<file path="src/design/tsts_pkg.sv">
package tsts_pkg;

   localparam int TIMED_DEPTH = 8;
   localparam int QUEUE_DEPTH = 8;

   localparam int TIW = (TIMED_DEPTH > 1) ? $clog2(TIMED_DEPTH) : 1;
   localparam int TCW = $clog2(TIMED_DEPTH + 1);
   localparam int QIW = (QUEUE_DEPTH > 1) ? $clog2(QUEUE_DEPTH) : 1;
   localparam int QCW = $clog2(QUEUE_DEPTH + 1);

   localparam int OP_W   = 2;
   localparam int ACT_W  = 3;
   localparam int DUR_W  = 16;
   localparam int KIND_W = 2;

   typedef enum logic [OP_W-1:0] {
      OP_SCHEDULE = 2'd0,
      OP_QUEUE    = 2'd1,
      OP_PROCESS  = 2'd2
   } op_type;

   typedef enum logic [KIND_W-1:0] {
      KIND_FIRE = 2'd0,
      KIND_HEAD = 2'd1,
      KIND_ACK  = 2'd2,
      KIND_IDLE = 2'd3
   } kind_type;

   typedef enum logic [1:0] {
      ST_IDLE = 2'd0,
      ST_EXEC = 2'd1,
      ST_SCAN = 2'd2,
      ST_HEAD = 2'd3
   } state_type;

   typedef struct packed {
      logic capture;
      logic insert;
      logic scan_step;
      logic head;
      logic idle;
   } cmd_type;

   typedef struct packed {
      logic [OP_W-1:0] op;
      logic            tick;
      logic            timed_empty;
      logic            queue_empty;
      logic            fire;
      logic            scan_last;
      logic            emitted;
      logic            out_free;
   } status_type;

endpackage

</file>
<file path="src/design/tsts_if.sv">
interface tsts_req_if;
   logic                        valid;
   logic                        ready;
   logic [tsts_pkg::OP_W-1:0]   op;
   logic [tsts_pkg::ACT_W-1:0]  action;
   logic [tsts_pkg::DUR_W-1:0]  duration;
   logic                        tick;
   logic                        head_done;

   modport source (output valid, op, action, duration, tick, head_done, input ready);
   modport sink (input valid, op, action, duration, tick, head_done, output ready);
endinterface

interface tsts_rsp_if;
   logic                        valid;
   logic                        ready;
   logic [tsts_pkg::KIND_W-1:0] kind;
   logic [tsts_pkg::ACT_W-1:0]  action_out;
   logic                        accepted;
   logic                        last;

   modport source (output valid, kind, action_out, accepted, last, input ready);
   modport sink (input valid, kind, action_out, accepted, last, output ready);
endinterface

</file>
<file path="src/design/timed_and_sequential_task_scheduler_core.sv">
// Flow: ST_IDLE captures a transaction; ST_EXEC then writes the result of a schedule, queue
// or unknown transaction into the output register. A process pass with tick set and a
// non-empty timed list steps through ST_SCAN, one timed entry per cycle while no fire waits
// on the result channel, then ST_HEAD; otherwise it goes to ST_HEAD; results stream out.
// A new transaction is accepted only in ST_IDLE; steps that emit a result wait on stalls.
// Reset: synchronous, active high; clears the controller, store counts and result valid.
module timed_and_sequential_task_scheduler_core (
   input  logic        clock,
   input  logic        reset,
   tsts_req_if.sink    req_if,
   tsts_rsp_if.source  rsp_if
);

   tsts_pkg::cmd_type    cmd;
   tsts_pkg::status_type status;

   tsts_controller u_ctrl (
      .clock     (clock),
      .reset     (reset),
      .req_valid (req_if.valid),
      .req_ready (req_if.ready),
      .status    (status),
      .cmd       (cmd)
   );

   tsts_datapath u_dp (
      .clock          (clock),
      .reset          (reset),
      .cmd            (cmd),
      .status         (status),
      .req_op         (req_if.op),
      .req_action     (req_if.action),
      .req_duration   (req_if.duration),
      .req_tick       (req_if.tick),
      .req_head_done  (req_if.head_done),
      .rsp_ready      (rsp_if.ready),
      .rsp_valid      (rsp_if.valid),
      .rsp_kind       (rsp_if.kind),
      .rsp_action_out (rsp_if.action_out),
      .rsp_accepted   (rsp_if.accepted),
      .rsp_last       (rsp_if.last)
   );

endmodule

</file>
<file path="src/design/tsts_controller.sv">
module tsts_controller (
   input  logic                 clock,
   input  logic                 reset,
   input  logic                 req_valid,
   output logic                 req_ready,
   input  tsts_pkg::status_type status,
   output tsts_pkg::cmd_type    cmd
);

   tsts_pkg::state_type state_ff;
   tsts_pkg::state_type state_in;

   always_ff @(posedge clock) begin
      if (reset) begin
         state_ff <= tsts_pkg::ST_IDLE;
      end else begin
         state_ff <= state_in;
      end
   end

   always_comb begin
      state_in  = state_ff;
      cmd       = '0;
      req_ready = 1'b0;
      case (state_ff)
         tsts_pkg::ST_IDLE: begin
            req_ready = 1'b1;
            if (req_valid) begin
               cmd.capture = 1'b1;
               state_in    = tsts_pkg::ST_EXEC;
            end
         end
         tsts_pkg::ST_EXEC: begin
            case (status.op)
               tsts_pkg::OP_SCHEDULE,
               tsts_pkg::OP_QUEUE: begin
                  if (status.out_free) begin
                     cmd.insert = 1'b1;
                     state_in   = tsts_pkg::ST_IDLE;
                  end
               end
               tsts_pkg::OP_PROCESS: begin
                  if (status.tick && !status.timed_empty) begin
                     state_in = tsts_pkg::ST_SCAN;
                  end else begin
                     state_in = tsts_pkg::ST_HEAD;
                  end
               end
               default: begin
                  if (status.out_free) begin
                     cmd.idle = 1'b1;
                     state_in = tsts_pkg::ST_IDLE;
                  end
               end
            endcase
         end
         tsts_pkg::ST_SCAN: begin
            if (!status.fire || status.out_free) begin
               cmd.scan_step = 1'b1;
               if (status.scan_last) begin
                  state_in = tsts_pkg::ST_HEAD;
               end
            end
         end
         tsts_pkg::ST_HEAD: begin
            if (!status.queue_empty) begin
               if (status.out_free) begin
                  cmd.head = 1'b1;
                  state_in = tsts_pkg::ST_IDLE;
               end
            end else if (status.emitted) begin
               state_in = tsts_pkg::ST_IDLE;
            end else if (status.out_free) begin
               cmd.idle = 1'b1;
               state_in = tsts_pkg::ST_IDLE;
            end
         end
         default: begin
            state_in = tsts_pkg::ST_IDLE;
         end
      endcase
   end

endmodule

</file>
<file path="src/design/tsts_datapath.sv">
module tsts_datapath (
   input  logic                          clock,
   input  logic                          reset,
   input  tsts_pkg::cmd_type             cmd,
   output tsts_pkg::status_type          status,
   input  logic [tsts_pkg::OP_W-1:0]     req_op,
   input  logic [tsts_pkg::ACT_W-1:0]    req_action,
   input  logic [tsts_pkg::DUR_W-1:0]    req_duration,
   input  logic                          req_tick,
   input  logic                          req_head_done,
   input  logic                          rsp_ready,
   output logic                          rsp_valid,
   output logic [tsts_pkg::KIND_W-1:0]   rsp_kind,
   output logic [tsts_pkg::ACT_W-1:0]    rsp_action_out,
   output logic                          rsp_accepted,
   output logic                          rsp_last
);

   // captured transaction
   logic [tsts_pkg::OP_W-1:0]  op_ff;
   logic [tsts_pkg::ACT_W-1:0] act_ff;
   logic [tsts_pkg::DUR_W-1:0] dur_ff;
   logic                       tick_ff;
   logic                       done_ff;

   // timed list
   logic [tsts_pkg::ACT_W-1:0] t_act_ff [tsts_pkg::TIMED_DEPTH];
   logic [tsts_pkg::DUR_W-1:0] t_cnt_ff [tsts_pkg::TIMED_DEPTH];
   logic [tsts_pkg::TCW-1:0]   t_used_ff, t_used_in;
   logic [tsts_pkg::TIW-1:0]   rd_ff, rd_in;
   logic [tsts_pkg::TIW-1:0]   wr_ff, wr_in;
   logic                       emitted_ff, emitted_in;
   logic                       t_we;
   logic [tsts_pkg::TIW-1:0]   t_widx;
   logic [tsts_pkg::ACT_W-1:0] t_act_in;
   logic [tsts_pkg::DUR_W-1:0] t_cnt_in;
   logic [tsts_pkg::DUR_W-1:0] cur_cnt;
   logic [tsts_pkg::DUR_W-1:0] dec_cnt;
   logic                       fire;
   logic                       scan_last;
   logic                       t_full;
   logic [tsts_pkg::TIMED_DEPTH-1:0] later_fire_vec;
   logic                       later_fire;

   // sequential queue
   logic [tsts_pkg::ACT_W-1:0] q_act_ff [tsts_pkg::QUEUE_DEPTH];
   logic [tsts_pkg::QIW-1:0]   q_head_ff, q_head_in;
   logic [tsts_pkg::QIW-1:0]   q_tail_ff, q_tail_in;
   logic [tsts_pkg::QCW-1:0]   q_used_ff, q_used_in;
   logic                       q_we;
   logic                       q_pop;
   logic                       q_full;

   // output register
   logic                       out_valid_ff, out_valid_in;
   logic [tsts_pkg::KIND_W-1:0] out_kind_ff, out_kind_in;
   logic [tsts_pkg::ACT_W-1:0] out_act_ff, out_act_in;
   logic                       out_acc_ff, out_acc_in;
   logic                       out_last_ff, out_last_in;
   logic                       emit;
   logic                       out_free;

   assign t_full    = (t_used_ff == tsts_pkg::TCW'(tsts_pkg::TIMED_DEPTH));
   assign q_full    = (q_used_ff == tsts_pkg::QCW'(tsts_pkg::QUEUE_DEPTH));
   assign cur_cnt   = t_cnt_ff[rd_ff];
   assign dec_cnt   = (cur_cnt == '0) ? '0 : cur_cnt - tsts_pkg::DUR_W'(1);
   assign fire      = (dec_cnt == '0);
   assign scan_last = ((tsts_pkg::TCW'(rd_ff) + tsts_pkg::TCW'(1)) == t_used_ff);
   assign out_free  = !out_valid_ff || rsp_ready;
   assign emit      = cmd.insert || (cmd.scan_step && fire) || cmd.head || cmd.idle;

   // entries above the read pointer are untouched during the scan
   always_comb begin
      for (int i = 0; i < tsts_pkg::TIMED_DEPTH; i++) begin
         later_fire_vec[i] = (tsts_pkg::TCW'(i) > tsts_pkg::TCW'(rd_ff)) &&
                             (tsts_pkg::TCW'(i) < t_used_ff) &&
                             (t_cnt_ff[i] <= tsts_pkg::DUR_W'(1));
      end
   end
   assign later_fire = |later_fire_vec;

   assign q_we  = cmd.insert && (op_ff == tsts_pkg::OP_QUEUE) && !q_full;
   assign q_pop = cmd.head && done_ff;

   always_comb begin
      status.op          = op_ff;
      status.tick        = tick_ff;
      status.timed_empty = (t_used_ff == '0);
      status.queue_empty = (q_used_ff == '0);
      status.fire        = fire;
      status.scan_last   = scan_last;
      status.emitted     = emitted_ff;
      status.out_free    = out_free;
   end

   always_comb begin
      t_we       = 1'b0;
      t_widx     = wr_ff;
      t_act_in   = t_act_ff[rd_ff];
      t_cnt_in   = dec_cnt;
      t_used_in  = t_used_ff;
      rd_in      = rd_ff;
      wr_in      = wr_ff;
      emitted_in = emitted_ff;
      if (cmd.capture) begin
         rd_in      = '0;
         wr_in      = '0;
         emitted_in = 1'b0;
      end
      if (cmd.insert && (op_ff == tsts_pkg::OP_SCHEDULE) && !t_full) begin
         t_we      = 1'b1;
         t_widx    = t_used_ff[tsts_pkg::TIW-1:0];
         t_act_in  = act_ff;
         t_cnt_in  = (dur_ff == '0) ? tsts_pkg::DUR_W'(1) : dur_ff;
         t_used_in = t_used_ff + tsts_pkg::TCW'(1);
      end
      if (cmd.scan_step) begin
         if (fire) begin
            emitted_in = 1'b1;
         end else begin
            t_we  = 1'b1;
            wr_in = wr_ff + tsts_pkg::TIW'(1);
         end
         if (scan_last) begin
            rd_in     = '0;
            t_used_in = tsts_pkg::TCW'(wr_ff) + tsts_pkg::TCW'(!fire);
         end else begin
            rd_in = rd_ff + tsts_pkg::TIW'(1);
         end
      end
   end

   always_comb begin
      q_tail_in = q_tail_ff;
      q_head_in = q_head_ff;
      q_used_in = q_used_ff;
      if (q_we) begin
         q_tail_in = (q_tail_ff == tsts_pkg::QIW'(tsts_pkg::QUEUE_DEPTH - 1)) ?
                     '0 : q_tail_ff + tsts_pkg::QIW'(1);
         q_used_in = q_used_ff + tsts_pkg::QCW'(1);
      end
      if (q_pop) begin
         q_head_in = (q_head_ff == tsts_pkg::QIW'(tsts_pkg::QUEUE_DEPTH - 1)) ?
                     '0 : q_head_ff + tsts_pkg::QIW'(1);
         q_used_in = q_used_ff - tsts_pkg::QCW'(1);
      end
   end

   always_comb begin
      out_kind_in = out_kind_ff;
      out_act_in  = out_act_ff;
      out_acc_in  = out_acc_ff;
      out_last_in = out_last_ff;
      if (cmd.insert) begin
         out_kind_in = tsts_pkg::KIND_ACK;
         out_act_in  = act_ff;
         out_acc_in  = (op_ff == tsts_pkg::OP_SCHEDULE) ? !t_full : !q_full;
         out_last_in = 1'b1;
      end else if (cmd.scan_step && fire) begin
         out_kind_in = tsts_pkg::KIND_FIRE;
         out_act_in  = t_act_ff[rd_ff];
         out_acc_in  = 1'b0;
         out_last_in = !later_fire && (q_used_ff == '0);
      end else if (cmd.head) begin
         out_kind_in = tsts_pkg::KIND_HEAD;
         out_act_in  = q_act_ff[q_head_ff];
         out_acc_in  = 1'b0;
         out_last_in = 1'b1;
      end else if (cmd.idle) begin
         out_kind_in = tsts_pkg::KIND_IDLE;
         out_act_in  = '0;
         out_acc_in  = 1'b0;
         out_last_in = 1'b1;
      end
      if (emit) begin
         out_valid_in = 1'b1;
      end else if (rsp_ready) begin
         out_valid_in = 1'b0;
      end else begin
         out_valid_in = out_valid_ff;
      end
   end

   always_ff @(posedge clock) begin
      if (reset) begin
         t_used_ff    <= '0;
         rd_ff        <= '0;
         wr_ff        <= '0;
         emitted_ff   <= 1'b0;
         q_head_ff    <= '0;
         q_tail_ff    <= '0;
         q_used_ff    <= '0;
         out_valid_ff <= 1'b0;
      end else begin
         t_used_ff    <= t_used_in;
         rd_ff        <= rd_in;
         wr_ff        <= wr_in;
         emitted_ff   <= emitted_in;
         q_head_ff    <= q_head_in;
         q_tail_ff    <= q_tail_in;
         q_used_ff    <= q_used_in;
         out_valid_ff <= out_valid_in;
      end
   end

   always_ff @(posedge clock) begin
      if (cmd.capture) begin
         op_ff   <= req_op;
         act_ff  <= req_action;
         dur_ff  <= req_duration;
         tick_ff <= req_tick;
         done_ff <= req_head_done;
      end
      if (t_we) begin
         t_act_ff[t_widx] <= t_act_in;
         t_cnt_ff[t_widx] <= t_cnt_in;
      end
      if (q_we) begin
         q_act_ff[q_tail_ff] <= act_ff;
      end
      out_kind_ff <= out_kind_in;
      out_act_ff  <= out_act_in;
      out_acc_ff  <= out_acc_in;
      out_last_ff <= out_last_in;
   end

   assign rsp_valid      = out_valid_ff;
   assign rsp_kind       = out_kind_ff;
   assign rsp_action_out = out_act_ff;
   assign rsp_accepted   = out_acc_ff;
   assign rsp_last       = out_last_ff;

`ifndef NO_ASSERTIONS
   a_no_overwrite: assert property (@(posedge clock) disable iff (reset)
      (emit && out_valid_ff) |-> rsp_ready)
      else $error("result overwrites an untaken transaction");

   a_counts_bounded: assert property (@(posedge clock) disable iff (reset)
      (t_used_ff <= tsts_pkg::TCW'(tsts_pkg::TIMED_DEPTH)) &&
      (q_used_ff <= tsts_pkg::QCW'(tsts_pkg::QUEUE_DEPTH)))
      else $error("store count beyond depth");

   a_scan_order: assert property (@(posedge clock) disable iff (reset)
      cmd.scan_step |-> (wr_ff <= rd_ff) && (tsts_pkg::TCW'(rd_ff) < t_used_ff))
      else $error("compaction pointers out of order");

   a_head_nonempty: assert property (@(posedge clock) disable iff (reset)
      cmd.head |-> (q_used_ff != '0))
      else $error("head issued on empty queue");

   a_sched_grows: assert property (@(posedge clock) disable iff (reset)
      (cmd.insert && (op_ff == tsts_pkg::OP_SCHEDULE) && !t_full) |=>
      (t_used_ff == $past(t_used_ff) + tsts_pkg::TCW'(1)))
      else $error("timed insert did not grow the list");
`endif

endmodule

</file>
<file path="src/flat_wrapper.sv">
// flat-port wrapper written by rule: the top's interface ports become plain ports
module timed_and_sequential_task_scheduler_core_flat 
  (clock, reset, req_if_valid, req_if_op, req_if_action, req_if_duration, req_if_tick, req_if_head_done, req_if_ready, rsp_if_valid, rsp_if_kind, rsp_if_action_out, rsp_if_accepted, rsp_if_last, rsp_if_ready);
  tsts_req_if req_if_i ();
  tsts_rsp_if rsp_if_i ();
  input  logic clock;
  input  logic reset;
  input wire logic [$bits(req_if_i.valid)-1:0] req_if_valid;
  input wire logic [$bits(req_if_i.op)-1:0] req_if_op;
  input wire logic [$bits(req_if_i.action)-1:0] req_if_action;
  input wire logic [$bits(req_if_i.duration)-1:0] req_if_duration;
  input wire logic [$bits(req_if_i.tick)-1:0] req_if_tick;
  input wire logic [$bits(req_if_i.head_done)-1:0] req_if_head_done;
  output wire logic [$bits(req_if_i.ready)-1:0] req_if_ready;
  output wire logic [$bits(rsp_if_i.valid)-1:0] rsp_if_valid;
  output wire logic [$bits(rsp_if_i.kind)-1:0] rsp_if_kind;
  output wire logic [$bits(rsp_if_i.action_out)-1:0] rsp_if_action_out;
  output wire logic [$bits(rsp_if_i.accepted)-1:0] rsp_if_accepted;
  output wire logic [$bits(rsp_if_i.last)-1:0] rsp_if_last;
  input wire logic [$bits(rsp_if_i.ready)-1:0] rsp_if_ready;
  assign req_if_i.valid = req_if_valid;
  assign req_if_i.op = req_if_op;
  assign req_if_i.action = req_if_action;
  assign req_if_i.duration = req_if_duration;
  assign req_if_i.tick = req_if_tick;
  assign req_if_i.head_done = req_if_head_done;
  assign req_if_ready = req_if_i.ready;
  assign rsp_if_valid = rsp_if_i.valid;
  assign rsp_if_kind = rsp_if_i.kind;
  assign rsp_if_action_out = rsp_if_i.action_out;
  assign rsp_if_accepted = rsp_if_i.accepted;
  assign rsp_if_last = rsp_if_i.last;
  assign rsp_if_i.ready = rsp_if_ready;
  timed_and_sequential_task_scheduler_core u_core (.clock(clock), .reset(reset), .req_if(req_if_i), .rsp_if(rsp_if_i));
endmodule
</file>
<file path="config.mk">
export PLATFORM = sky130hd
export DESIGN_NAME = timed_and_sequential_task_scheduler_core_flat
export DESIGN_NICKNAME = d
export VERILOG_FILES = /design/src/design/tsts_pkg.sv /design/src/design/tsts_if.sv /design/src/design/timed_and_sequential_task_scheduler_core.sv /design/src/design/tsts_controller.sv /design/src/design/tsts_datapath.sv /design/src/flat_wrapper.sv
export SDC_FILE = /design/constraint.sdc
export NUM_CORES = 1
export LEC_CHECK = 0
export BUFFER_PORTS_ARGS = -buffer_cell sky130_fd_sc_hd__buf_2
export CAP_MARGIN = 40
export CORE_ASPECT_RATIO = 0.7
export CORE_UTILIZATION = 28
export CTS_BUF_LIST = sky130_fd_sc_hd__clkbuf_2
export DETAILED_ROUTE_END_ITERATION = 10
export SYNTH_ARGS = -nofsm -noshare
export SYNTH_HDL_FRONTEND = slang
export SYNTH_SLANG_ARGS = --single-unit
</file>
<file path="constraint.sdc">
create_clock -name clock -period 7 [get_ports clock]
set_clock_uncertainty 0.15 [all_clocks]
set_input_delay 0.35 -clock clock [delete_from_list [all_inputs] [get_ports clock]]
set_output_delay 0.35 -clock clock [all_outputs]
set_load 0.05 [all_outputs]
</file>
==> impl_summary.log, run 1 <==
[metrics] largest family of logic cells by synthesized area: multiplexers
[metrics] die area: 38600 sq um
[metrics] CP max-delay cell: sky130_fd_sc_hd__dfxtp_1
[metrics] Max Slew Vio Count: 0
[metrics] synthesized netlist cell count: 736
[metrics] Clock transition at path regs: 0.11 ns
[metrics] end-of-flow core utilization: 0.334
[metrics] Worst Slack Setup Final: 1.98 ns
[metrics] count of different cell masters after synthesis: 61
[metrics] met3 usage in global routing: 0.0559
[metrics] Synth-to-Final Area Change: 17.4%
[metrics] largest net degree at the start of global routing: 32
[metrics] filler cell count in the final layout: 3706
[metrics] adder-cell share of the synthesized area: 0.0208
[metrics] met1 Track Usage GR: 0.229
[metrics] drt first-iter violations: 761
[metrics] crit-path cells: mux4_2 -> mux2i_1 -> nand2_1 -> or3_1 -> nor3_1 -> mux2_2 -> nor2_1 -> nor2_1 -> o32ai_4 -> buf_8
[metrics] worst ir drop on vdd: 0.113 mV
[metrics] worst endpoint data arrival time: 5.45 ns
[metrics] non-filler cells, final: 1396
[metrics] clock buffer depth: 3
[metrics] count of cells along the worst register-to-register path: 10
[metrics] maximum level of the CTS H-tree: 2
[metrics] post-synthesis simple-gate area fraction: 0.112
[metrics] Buffers on Ports: 35
[metrics] worst slew slack as a fraction of its limit: 0.318
[metrics] most frequent standard cell in the layout excluding fill and tap cells: sky130_fd_sc_hd__edfxtp_1
[metrics] HP Class: input pin to register
[metrics] gr busiest metal: met1
[metrics] total stage count of the critical path: 10
[metrics] most common flop cell mapped by yosys: sky130_fd_sc_hd__edfxtp_1
[metrics] worst slack after detailed placement: 1.94 ns
[metrics] transition at the pin with the smallest max-transition slack: 1.01 ns
[metrics] initial antenna violation count: 1
[metrics] # rows: 59
[metrics] Worst Hold Slack: 0.0805 ns
[metrics] number of nets produced by synthesis: 780
[metrics] number of global-route vias before repair: 6875
[metrics] pwr/cell area: 222 nW/um^2
[metrics] final layout net count: 908
[metrics] critical path class: register to register
[metrics] setup repair after global routing missed its margin: false
[metrics] leakage power total: 4.17 nW
[metrics] total global routing track utilization: 0.153
[metrics] fraction of layout cells with a size suffix above 1: 0.240
[metrics] DRT antenna net count: 0
[metrics] synthesized area per cell: 14.4 sq um
[metrics] count of flip-flops with a built-in enable after synthesis: 203
[metrics] maximum fanout along the worst path: 13
[metrics] dpl cells: 1252
[metrics] Detailed Routing Iterations Pass 1: 5
[metrics] placer congestion estimate: 0.917
[metrics] top library cells by usage in the layout, fill and taps aside: sky130_fd_sc_hd__edfxtp_1, sky130_fd_sc_hd__clkbuf_2, sky130_fd_sc_hd__nand2_1, sky130_fd_sc_hd__nor2_1, sky130_fd_sc_hd__dlygate4sd3_1
[metrics] wire length per cell: 21.0 microns
[metrics] clock tree from TritonCTS: built
[metrics] final setup violation count: 0
[metrics] Die Y-Extent: 165 microns
[metrics] # IOs: 36
[metrics] portion of the post-synthesis area used by sequential elements: 0.639
[metrics] post-detail-place hpwl: 20600 microns
[metrics] Worst Hold Path Cells: 2
[metrics] root buffer cell: sky130_fd_sc_hd__clkbuf_2
[metrics] area of the core: 37200 sq um
[metrics] maximum clock frequency: 199 MHz
[metrics] cell occurring most often along the worst timing path: sky130_fd_sc_hd__nor2_1
[metrics] cell area after synthesis: 10600 sq um
[metrics] Final Hold Vio Count: 0
[metrics] met2 GRT Util: 0.198
[metrics] mux contribution to synthesized area: 0.132
[metrics] clock network latency to the later pin of the worst-skew pair: 0.92 ns
[metrics] setup_tns: 0 ns
[metrics] Initial Utilization: 0.284
[metrics] Remaining DRCs: 0
[metrics] total wire length after detailed routing: 29400 microns
[metrics] CP delay by family, top: multiplexers
[metrics] buffering stage count on the worst path with inverters included: 1
[metrics] required time of the critical path: 7.43 ns
[metrics] Critical Path End Type: register
[metrics] delay contributed by the slowest stage of the critical path: 0.83 ns
[metrics] Yosys Warn Count: 0
[metrics] remaining global-route overflow: 0
[metrics] Compound-Gate Fraction of Synth Area: 0.0591
[metrics] xor-xnor portion of the synthesized cell area: 0.0182
[metrics] final critical delay including setup and external delays: 5.02 ns
[metrics] post-cts repair resize count: 0
[metrics] fraction of registers with async set/reset: 0
[metrics] horizontal die dimension: 234 microns
[metrics] Max Cap Viol: 0
[metrics] result of the run: finished, final reports clean
[metrics] clock sinks: 236
[metrics] ratio of final minimum period to clock period: 0.717
[metrics] global-route wire length before repair: 43000 microns
[metrics] startpoint class of the critical path: register
[metrics] total via count in the routed design: 7078
[metrics] flip-flop and latch count after synthesis: 236
[metrics] number of vias per cell after detailed routing: 5.07
[metrics] number of buffers added by the clock tree synthesis step: 54
## synthesized netlist by cell type (all sizes together) (7+ instances only)
library cell / n / area [sq um]
xnor2: 16 / 140
o31ai: 8 / 60.1
nand2b: 10 / 62.6
mux2i: 33 / 347
clkbuf: 15 / 56.3
or3: 8 / 50.1
nand3: 12 / 60.1
nor4: 30 / 188
mux2: 13 / 146
a21oi: 27 / 139
edfxtp: 203 / 6100
a211oi: 8 / 60.1
o22ai: 7 / 43.8
buf: 13 / 87.6
mux4: 40 / 901
nand2: 66 / 248
nor3: 20 / 100
nand4: 10 / 62.6
inv: 16 / 60.1
dfxtp: 33 / 661
ha: 16 / 200
nor2: 50 / 188
o21ai: 20 / 100
## logic make-up after synthesis
| family | after synthesis |
|---|---|
| AO/OA/AOI/OAI | 96 |
| AND/OR/NAND/NOR | 235 |
| adder cells (fa/ha/maj) | 17 |
| flip-flops | 236 |
| multiplexers | 86 |
| buffers and inverters | 44 |
| XOR/XNOR | 22 |
## sequential cells by signal, indices dropped and copies added (netlist names), named ones only
register / cells
u_core.u_dp.op_ff: 2
u_core.u_dp.wr_ff: 3
u_core.u_dp.dur_ff: 16
u_core.u_dp.rsp_last: 1
u_core.u_dp.t_act_ff: 24
u_core.u_dp.q_used_ff: 4
u_core.u_dp.t_cnt_ff: 128
u_core.u_dp.rd_ff: 3
u_core.u_dp.done_ff: 1
u_core.u_ctrl.state_ff: 2
u_core.u_dp.q_act_ff: 24
u_core.u_dp.rsp_valid: 1
u_core.u_dp.rsp_kind: 2
u_core.u_dp.act_ff: 3
u_core.u_dp.q_head_ff: 3
u_core.u_dp.rsp_action_out: 3
u_core.u_dp.rsp_accepted: 1
u_core.u_dp.q_tail_ff: 3
u_core.u_dp.emitted_ff: 1
u_core.u_dp.t_used_ff: 4
u_core.u_dp.tick_ff: 1
## repair_timing
action / CTS / global route
hold buffers: 43 / 0
hold endpoints to repair: 72 / 0
setup buffers: 0 / 0
## per-layer routing
| layer | wire length [microns] | vias to the layer above | share of wire |
|---|---|---|---|
| met5 | 0 | - | 0 |
| met4 | 724 | 0 | 0.025 |
| met3 | 3290 | 57 | 0.11 |
| met1 | 13900 | 3487 | 0.47 |
| met2 | 11500 | 354 | 0.39 |
| li1 | - | 3180 | - |
## stage by stage
stage | instance area, sq um | power [mW]
after floorplan | 10600 | 1.79
after global routing | 12400 | 2.87
final | 12400 | 2.76
after detailed placement | 11500 | 1.88
after global placement | 11400 | 1.88
after CTS | 12400 | 2.77
## worst paths after layout
path | start | end | slack [ns]
worst min-delay path | req_if_duration[13] | u_core.u_dp.dur_ff[13]$_DFFE_PP_ | 0.08
worst max-delay path | register | u_core.u_dp.t_cnt_ff[6][7]$_DFFE_PP_ | 1.98
worst max register to register | register | u_core.u_dp.t_cnt_ff[6][7]$_DFFE_PP_ | 1.98
worst min register to register | u_core.u_dp.q_head_ff[2]$_SDFFE_PP0P_ | u_core.u_dp.q_head_ff[2]$_SDFFE_PP0P_ | 0.35
## worst reg2reg max path, delay by kind of cell (launching register included)
kind	cells	cell delay [ns]
flops	1	0.83
buf+inv	1	0.24
simple gates	5	1.44
compound gates	1	0.57
mux	3	1.56
## layout make-up
cell class / count / area [sq um] / area share
Sequential cell: 236 / 6760 / 0.544
Multi-Input combinational cell: 456 / 3700 / 0.298
Tap cell: 488 / 611 / 0.0491
Inverter: 16 / 60.1 / 0.00483
Antenna cell: 1 / 2.50 / 0.000201
Clock buffer: 82 / 410 / 0.0330
Clock inverter: 17 / 81.3 / 0.00655
Timing Repair Buffer: 100 / 801 / 0.0645
## where the power goes
part / leakage, nW / total [mW] / switching (mW) / internal (mW)
Combinational: 1.67 / 0.261 / 0.165 / 0.0955
Clock: 0.386 / 0.882 / 0.563 / 0.319
Sequential: 2.11 / 1.61 / 0.0290 / 1.58
Total: 4.17 / 2.76 / 0.758 / 2.00
Note: power is estimated with default switching activity, not from simulation.
==> run 2, diff against run 1 <==
- clock period: 7 -> 4.59 ns (I/O delays scaled with it)
==> run 2 against run 1 <==
Net effect: cell count rose by 2.4%; highest routed layer unchanged; die area did not move; worst setup slack got worse by 1.7 ns; critical path type unchanged; non-clock buffer count rose by 28; utilization rose by 0.77 points; critical path depth rose by 3; flip-flop and latch count did not move; total power rose by 53%; maximum frequency rose by 16%; routed wire length rose by 0.55%.
==> impl_summary.log, run 2 (synthesis results as in run 1) <==
[metrics] CP delay by family, top: multiplexers
[metrics] die area: 38600 sq um (unchanged)
[metrics] Hold Path End: u_core.u_dp.q_tail_ff[2]$_SDFFE_PP0P_
[metrics] pwr/cell area: 333 nW/um^2 (+50%)
[metrics] DRT antenna net count: 0 (unchanged)
[metrics] Die Y-Extent: 165 microns (unchanged)
[metrics] placer congestion estimate: 0.984 (+7.3%)
[metrics] # rows: 59 (unchanged)
[metrics] number of buffers added by the clock tree synthesis step: 55 (+1.9%)
[metrics] worst slack after detailed placement: 0.0964 ns (-1.84 ns)
[metrics] remaining global-route overflow: 0 (unchanged)
[metrics] number of global-route vias before repair: 6849 (-0.38%)
[metrics] Synth-to-Final Area Change: 20.1%
[metrics] Final Hold Vio Count: 0 (unchanged)
[metrics] # IOs: 36 (unchanged)
[metrics] critical path class: register to register
[metrics] Worst Slack Setup Final: 0.256 ns (-1.73 ns)
[metrics] total stage count of the critical path: 13 (+3)
[metrics] non-filler cells, final: 1429 (+2.4%)
[metrics] area of the core: 37200 sq um (unchanged)
[metrics] clock sinks: 236 (unchanged)
[metrics] worst ir drop on vdd: 0.182 mV (+61%)
[metrics] post-CTS setup buffer count: 0 (unchanged)
[metrics] clock network latency to the later pin of the worst-skew pair: 0.93 ns (about the same)
[metrics] most frequent standard cell in the layout excluding fill and tap cells: sky130_fd_sc_hd__edfxtp_1
[metrics] largest net degree at the start of global routing: 36 (+13%)
[metrics] required time of the critical path: 4.96 ns (-2.47 ns)
[metrics] worst endpoint data arrival time: 4.70 ns (-0.75 ns)
[metrics] result of the run: finished, final reports clean
[metrics] clock buffer depth: 3 (unchanged)
[metrics] Remaining DRCs: 0 (unchanged)
[metrics] buffering stage count on the worst path with inverters included: 4 (+3)
[metrics] largest register by flop count: u_core.u_dp.t_cnt_ff
[metrics] drt first-iter violations: 930 (+22%)
[metrics] Max Slew Vio Count: 0 (unchanged)
[metrics] total via count in the routed design: 7274 (+2.8%)
[metrics] Clock transition at path regs: 0.13 ns (+0.02 ns)
[metrics] total global routing track utilization: 0.154 (+0.00129)
[metrics] delay contributed by the slowest stage of the critical path: 0.53 ns (-0.30 ns)
[metrics] end-of-flow core utilization: 0.342 (+0.00767)
[metrics] setup repair after global routing missed its margin: false
[metrics] Critical Path End Type: register
[metrics] top library cells by usage in the layout, fill and taps aside: sky130_fd_sc_hd__edfxtp_1, sky130_fd_sc_hd__clkbuf_2, sky130_fd_sc_hd__nand2_1, sky130_fd_sc_hd__nor2_1, sky130_fd_sc_hd__dlygate4sd3_1
[metrics] cell occurring most often along the worst timing path: sky130_fd_sc_hd__buf_4
[metrics] worst slew slack as a fraction of its limit: 0.379 (+0.0613)
[metrics] wire length per cell: 20.7 microns (-1.8%)
[metrics] dpl cells: 1275 (+1.8%)
[metrics] max reg flops: 128 (unchanged)
[metrics] final layout net count: 937 (+3.2%)
[metrics] fraction of layout cells with a size suffix above 1: 0.250 (+0.00965)
[metrics] Reg2Reg Setup Slack: 0.26 ns (-1.73 ns)
[metrics] CP max-delay cell: sky130_fd_sc_hd__mux4_2
[metrics] ratio of final minimum period to clock period: 0.944 (+0.228)
[metrics] leakage power total: 4.30 nW (+3.2%)
[metrics] crit-path cells: buf_12 -> mux4_2 -> mux2i_2 -> nand4b_4 -> nand4b_1 -> nor3_1 -> mux2_2 -> nor2_1 -> buf_4 -> nor2_1 -> buf_4 -> o32ai_4 -> buf_4
[metrics] setup_tns: 0 ns (unchanged)
[metrics] terminus of the critical flop-to-flop path: u_core.u_dp.t_cnt_ff[6][10]$_DFFE_PP_
[metrics] HP Class: input pin to register
[metrics] Initial Utilization: 0.284 (unchanged)
[metrics] transition at the pin with the smallest max-transition slack: 0.923 ns (-0.0912 ns)
[metrics] count of cells along the worst register-to-register path: 13 (+3)
[metrics] final critical delay including setup and external delays: 4.33 ns (-0.682 ns)
[metrics] Detailed Routing Iterations Pass 1: 5 (unchanged)
[metrics] final setup violation count: 0 (unchanged)
[metrics] maximum fanout along the worst path: 19 (+6)
[metrics] Max Cap Viol: 0 (unchanged)
[metrics] Buffers on Ports: 35 (unchanged)
[metrics] post-detail-place hpwl: 20900 microns (+1.2%)
[metrics] largest registers in the final layout: u_core.u_dp.t_cnt_ff: 128 flops, u_core.u_dp.q_act_ff: 24 flops, u_core.u_dp.t_act_ff: 24 flops
[metrics] post-layout total power: 4.23 mW (+53%)
[metrics] min-delay src: reset
[metrics] horizontal die dimension: 234 microns (unchanged)
[metrics] Worst Hold Path Cells: 3 (+1)
[metrics] filler cell count in the final layout: 3681 (-0.67%)
[metrics] number of vias per cell after detailed routing: 5.09 (+0.40%)
[metrics] root buffer cell: sky130_fd_sc_hd__clkbuf_2
[metrics] initial antenna violation count: 2 (+1)
[metrics] clock tree from TritonCTS: built
[metrics] total wire length after detailed routing: 29500 microns (+0.55%)
[metrics] maximum level of the CTS H-tree: 2 (unchanged)
[metrics] startpoint class of the critical path: register
[metrics] global-route wire length before repair: 43300 microns (+0.72%)
[metrics] maximum clock frequency: 231 MHz (+16%)
-- run 2: how the worst max path moves through the flow --
stage,from,end,slack [ns]
2_1_floorplan,register,u_core.u_dp.t_act_ff[2][0]$_DFFE_PP_,-0.04
3_3_place_gp,register,u_core.u_dp.t_cnt_ff[7][4]$_DFFE_PP_,0.12
3_5_place_dp,register,u_core.u_dp.t_cnt_ff[7][11]$_DFFE_PP_,0.1
4_1_cts,register,u_core.u_dp.t_cnt_ff[7][11]$_DFFE_PP_,0.02
5_1_grt,register,u_core.u_dp.t_cnt_ff[7][11]$_DFFE_PP_,0.04
6_report,register,u_core.u_dp.t_cnt_ff[6][10]$_DFFE_PP_,0.26
-- run 2: tightest hold or removal path, cell delays in order --
cell                            delay, ns
sky130_fd_sc_hd__dlygate4sd3_1       0.53
sky130_fd_sc_hd__buf_2               0.28
sky130_fd_sc_hd__nor2_1              0.15
-- run 2: where the power goes --
group	switching, mW	total, mW	internal, mW
clock	0.871	1.35	0.475
sequential	0.0433	2.46	2.41
combinational	0.258	0.424	0.167
total	1.17	4.23	3.06
-- run 2: cell type report --
class / instances / area, sq um / share of cell area
sequential: 236 / 6760 / 0.532
multi-input combinational: 456 / 3710 / 0.292
timing repair buffer: 128 / 1060 / 0.0834
tap: 488 / 611 / 0.0480
clock buffer: 79 / 395 / 0.0311
clock inverter: 25 / 106 / 0.00837
inverter: 16 / 60.1 / 0.00473
antenna: 1 / 2.50 / 0.000197
-- run 2: through the flow --
step | hold slack (ns) | instance area, sq um
after global placement | 0.256 | 11600
final | 0.144 | 12700
after floorplan | 0.178 | 10600
after global routing | 0.0662 | 12700
after CTS | 0.0302 | 12700
after detailed placement | 0.258 | 11700
-- run 2: layer usage --
layer  GRT usage  wire length [microns]  up-vias
li1            -                      -     3241
met1       0.235                  14100     3602
met2       0.198                  11800      393
met3      0.0525                   3200       38
met4      0.0507                    498        0
met5           0                      0        -
-- run 2: repair_timing --
item	4_1_cts	5_1_grt
hold buffers	49	0
endpoints found under the setup margin	0	52
resized for setup	0	3
hold endpoints to repair	74	0
==> run 3, diff against run 2 <==
- CORE_MARGIN: unset -> 10
- CORE_UTILIZATION: 28 -> 55
- PLACE_DENSITY: unset -> 0.75
==> run 3 against run 2 <==
Net effect: utilization increased by 31 points; total power fell by 0.29%; cell count is 18% lower; design area shrank 3.1%; via count rose by 1.7%; highest routed layer is now met5.
==> impl_summary.log, run 3 (synthesis results as in run 1) <==
[metrics] DRT antenna net count: 0 (unchanged)
[metrics] post-detail-place hpwl: 20800 microns (-0.19%)
[metrics] initial antenna violation count: 1 (-1)
[metrics] Max Slew Vio Count: 0 (unchanged)
[metrics] area of the core: 18900 sq um (-49%)
[metrics] end-of-flow core utilization: 0.651 (+0.309)
[metrics] antenna cells: 0 (-1)
[metrics] power spent charging and discharging nets: 1.14 mW (-2.6%)
[metrics] wire length per cell: 25.0 microns (+21%)
[metrics] power share of the combinational group: 0.099 (about the same)
[metrics] Critical Path End Type: register
[metrics] area post-placement: 11300 sq um (-3.4%)
[metrics] Remaining DRCs: 0 (unchanged)
[metrics] cell internal pwr: 3.07 mW (+0.59%)
[metrics] number of global-route vias before repair: 7335 (+7.1%)
[metrics] maximum clock frequency: 230 MHz (-0.17%)
[metrics] required time of the critical path: 4.90 ns (-0.06 ns)
[metrics] post-CTS setup buffer count: 0 (unchanged)
[metrics] startpoint class of the critical path: register
[metrics] fraction of power spent switching nets: 0.271 (-0.00643)
[metrics] setup_tns: 0 ns (unchanged)
[metrics] placer congestion estimate: 1.01 (+2.4%)
[metrics] Clock transition at path regs: 0.11 ns (-0.02 ns)
[metrics] CP max-delay cell: sky130_fd_sc_hd__dfxtp_2
[metrics] Max Cap Viol: 0 (unchanged)
[metrics] Worst Hold Slack: 0.197 ns (+0.0523 ns)
[metrics] Buffers on Ports: 35 (unchanged)
[metrics] number of buffers added by the clock tree synthesis step: 54 (-1.8%)
[metrics] horizontal die dimension: 186 microns (-21%)
[metrics] remaining global-route overflow: 0 (unchanged)
[metrics] cell occurring most often along the worst timing path: sky130_fd_sc_hd__buf_4
[metrics] critical path class: register to register
[metrics] non-filler cells, final: 1177 (-18%)
[metrics] count of cells along the worst register-to-register path: 14 (+1)
[metrics] maximum level of the CTS H-tree: 2 (unchanged)
[metrics] delay contributed by the slowest stage of the critical path: 0.53 ns (about the same)
[metrics] result of the run: finished, final reports clean
[metrics] setup repair after global routing missed its margin: false
[metrics] final setup violation count: 0 (unchanged)
[metrics] HP Class: input pin to register
[metrics] clock network power share: 0.319 (about the same)
[metrics] maximum fanout along the worst path: 19 (unchanged)
[metrics] top library cells by usage in the layout, fill and taps aside: sky130_fd_sc_hd__edfxtp_1, sky130_fd_sc_hd__clkbuf_2, sky130_fd_sc_hd__nand2_1, sky130_fd_sc_hd__dlygate4sd3_1, sky130_fd_sc_hd__nor2_1
[metrics] number of vias per cell after detailed routing: 6.29 (+23%)
[metrics] worst slack after detailed placement: 0.238 ns (+0.141 ns)
[metrics] # rows: 42 (-29%)
[metrics] total global routing track utilization: 0.236 (+0.0823)
[metrics] most frequent standard cell in the layout excluding fill and tap cells: sky130_fd_sc_hd__edfxtp_1
[metrics] Worst Slack Setup Final: 0.248 ns (-0.00757 ns)
[metrics] worst ir drop on vdd: 0.275 mV (+51%)
[metrics] # IOs: 36 (unchanged)
[metrics] total via count in the routed design: 7399 (+1.7%)
[metrics] Final Hold Vio Count: 0 (unchanged)
[metrics] leakage power total: 4.30 nW (about the same)
[metrics] crit-path cells: buf_4 -> mux4_2 -> mux2_2 -> inv_1 -> ha_1 -> o211ai_1 -> nor4_1 -> xor2_1 -> a21oi_1 -> a21boi_2 -> nor2_1 -> buf_4 -> o32ai_4 -> buf_4
[metrics] ratio of final minimum period to clock period: 0.946 (+0.00165)
[metrics] drt first-iter violations: 884 (-4.9%)
[metrics] Synth-to-Final Area Change: 16.4%
[metrics] total wire length after detailed routing: 29500 microns (-0.22%)
[metrics] Die Y-Extent: 136 microns (-17%)
[metrics] fraction of layout cells with a size suffix above 1: 0.257 (+0.00668)
[metrics] final non-filler cell area: 12300 sq um (-3.1%)
[metrics] root buffer cell: sky130_fd_sc_hd__clkbuf_2
[metrics] worst endpoint data arrival time: 4.65 ns (-0.05 ns)
[metrics] clock tree from TritonCTS: built
[metrics] filler cell count in the final layout: 1330 (-64%)
[metrics] global-route wire length before repair: 44500 microns (+2.7%)
[metrics] post-layout total power: 4.22 mW (-0.29%)
[metrics] largest net degree at the start of global routing: 25 (-31%)
[metrics] final layout net count: 935 (-0.21%)
[metrics] clock sinks: 236 (unchanged)
[metrics] clock network latency to the later pin of the worst-skew pair: 0.88 ns (-0.05 ns)
[metrics] transition at the pin with the smallest max-transition slack: 0.946 ns (+0.0228 ns)
[metrics] dpl cells: 1026 (-20%)
[metrics] die area: 25300 sq um (-34%)
[metrics] max reg flops: 128 (unchanged)
[metrics] sequential share of power: 0.582 (about the same)
[metrics] pwr/cell area: 342 nW/um^2 (+2.9%)
[metrics] Detailed Routing Iterations Pass 1: 5 (unchanged)
[metrics] final critical delay including setup and external delays: 4.34 ns (+0.00757 ns)
[metrics] worst slew slack as a fraction of its limit: 0.364 (-0.0153)
[metrics] Initial Utilization: 0.559 (+0.275)
[metrics] largest register by flop count: u_core.u_dp.t_cnt_ff
[metrics] largest registers in the final layout: u_core.u_dp.t_cnt_ff: 128 flops, u_core.u_dp.q_act_ff: 24 flops, u_core.u_dp.t_act_ff: 24 flops
[metrics] Worst Hold Path Cells: 3 (unchanged)
[metrics] clock buffer depth: 3 (unchanged)
## run 3: changes by cell type in the layout (fill, tap and decap cells not counted), moves of 2 or more
cell,before,now
sky130_fd_sc_hd__clkinv_4,0,2
sky130_fd_sc_hd__clkbuf_2,79,86
sky130_fd_sc_hd__buf_12,4,0
sky130_fd_sc_hd__clkinv_1,21,10
sky130_fd_sc_hd__buf_4,35,39
sky130_fd_sc_hd__buf_8,2,0
## run 3: what timing repair did
item | CTS | global route
endpoints found under the hold margin | 78 | 0
hold buffers | 50 | 0
resized for setup | 0 | 1
endpoints found under the setup margin | 0 | 117
## run 3: power by group through the flow
stage | clock network [mW] | logic [mW] | registers, mW
6_report | 1.35 | 0.417 | 2.45
4_1_cts | 1.37 | 0.407 | 2.45
3_5_place_dp | 0 | 0.373 | 2.50
3_3_place_gp | 0 | 0.359 | 2.50
5_1_grt | 1.49 | 0.445 | 2.46
2_1_floorplan | 0 | 0.223 | 2.50
## run 3: final timing paths
check	startpoint	to	slack (ns)
worst max-delay path	register	u_core.u_dp.t_cnt_ff[6][2]$_DFFE_PP_	0.25
worst min-delay path	reset	u_core.u_dp.q_tail_ff[2]$_SDFFE_PP0P_	0.20
worst max register to register	register	u_core.u_dp.t_cnt_ff[6][2]$_DFFE_PP_	0.25
worst min register to register	u_core.u_dp.q_head_ff[2]$_SDFFE_PP0P_	u_core.u_dp.q_head_ff[2]$_SDFFE_PP0P_	0.35
## run 3: layout make-up
cell class	count	area, sq um	share of cell area
clock buffer	85	425	0.0345
clock inverter	15	81.3	0.00660
inverter	16	60.1	0.00488
multi-input combinational	456	3700	0.300
sequential	236	6760	0.549
tap	242	303	0.0246
timing repair buffer	127	983	0.0799
## run 3: per-layer routing
layer | wire length (microns) | share of wire | global-route usage | vias to the layer above
li1 | - | - | - | 3223
met1 | 12700 | 0.43 | 0.346 | 3622
met2 | 12400 | 0.42 | 0.321 | 487
met3 | 3890 | 0.13 | 0.0874 | 65
met4 | 556 | 0.019 | 0.0670 | 2
met5 | 13 | 0.00044 | 0 | -
## run 3: worst max-delay path: cells and delay by family, from the launching register on
kind | cells | cell delay [ns]
buf+inv | 4 | 0.81
mux | 2 | 0.78
compound gates | 4 | 0.69
flops | 1 | 0.53
simple gates | 2 | 0.41
xor+xnor | 1 | 0.33
fa+ha+maj | 1 | 0.23
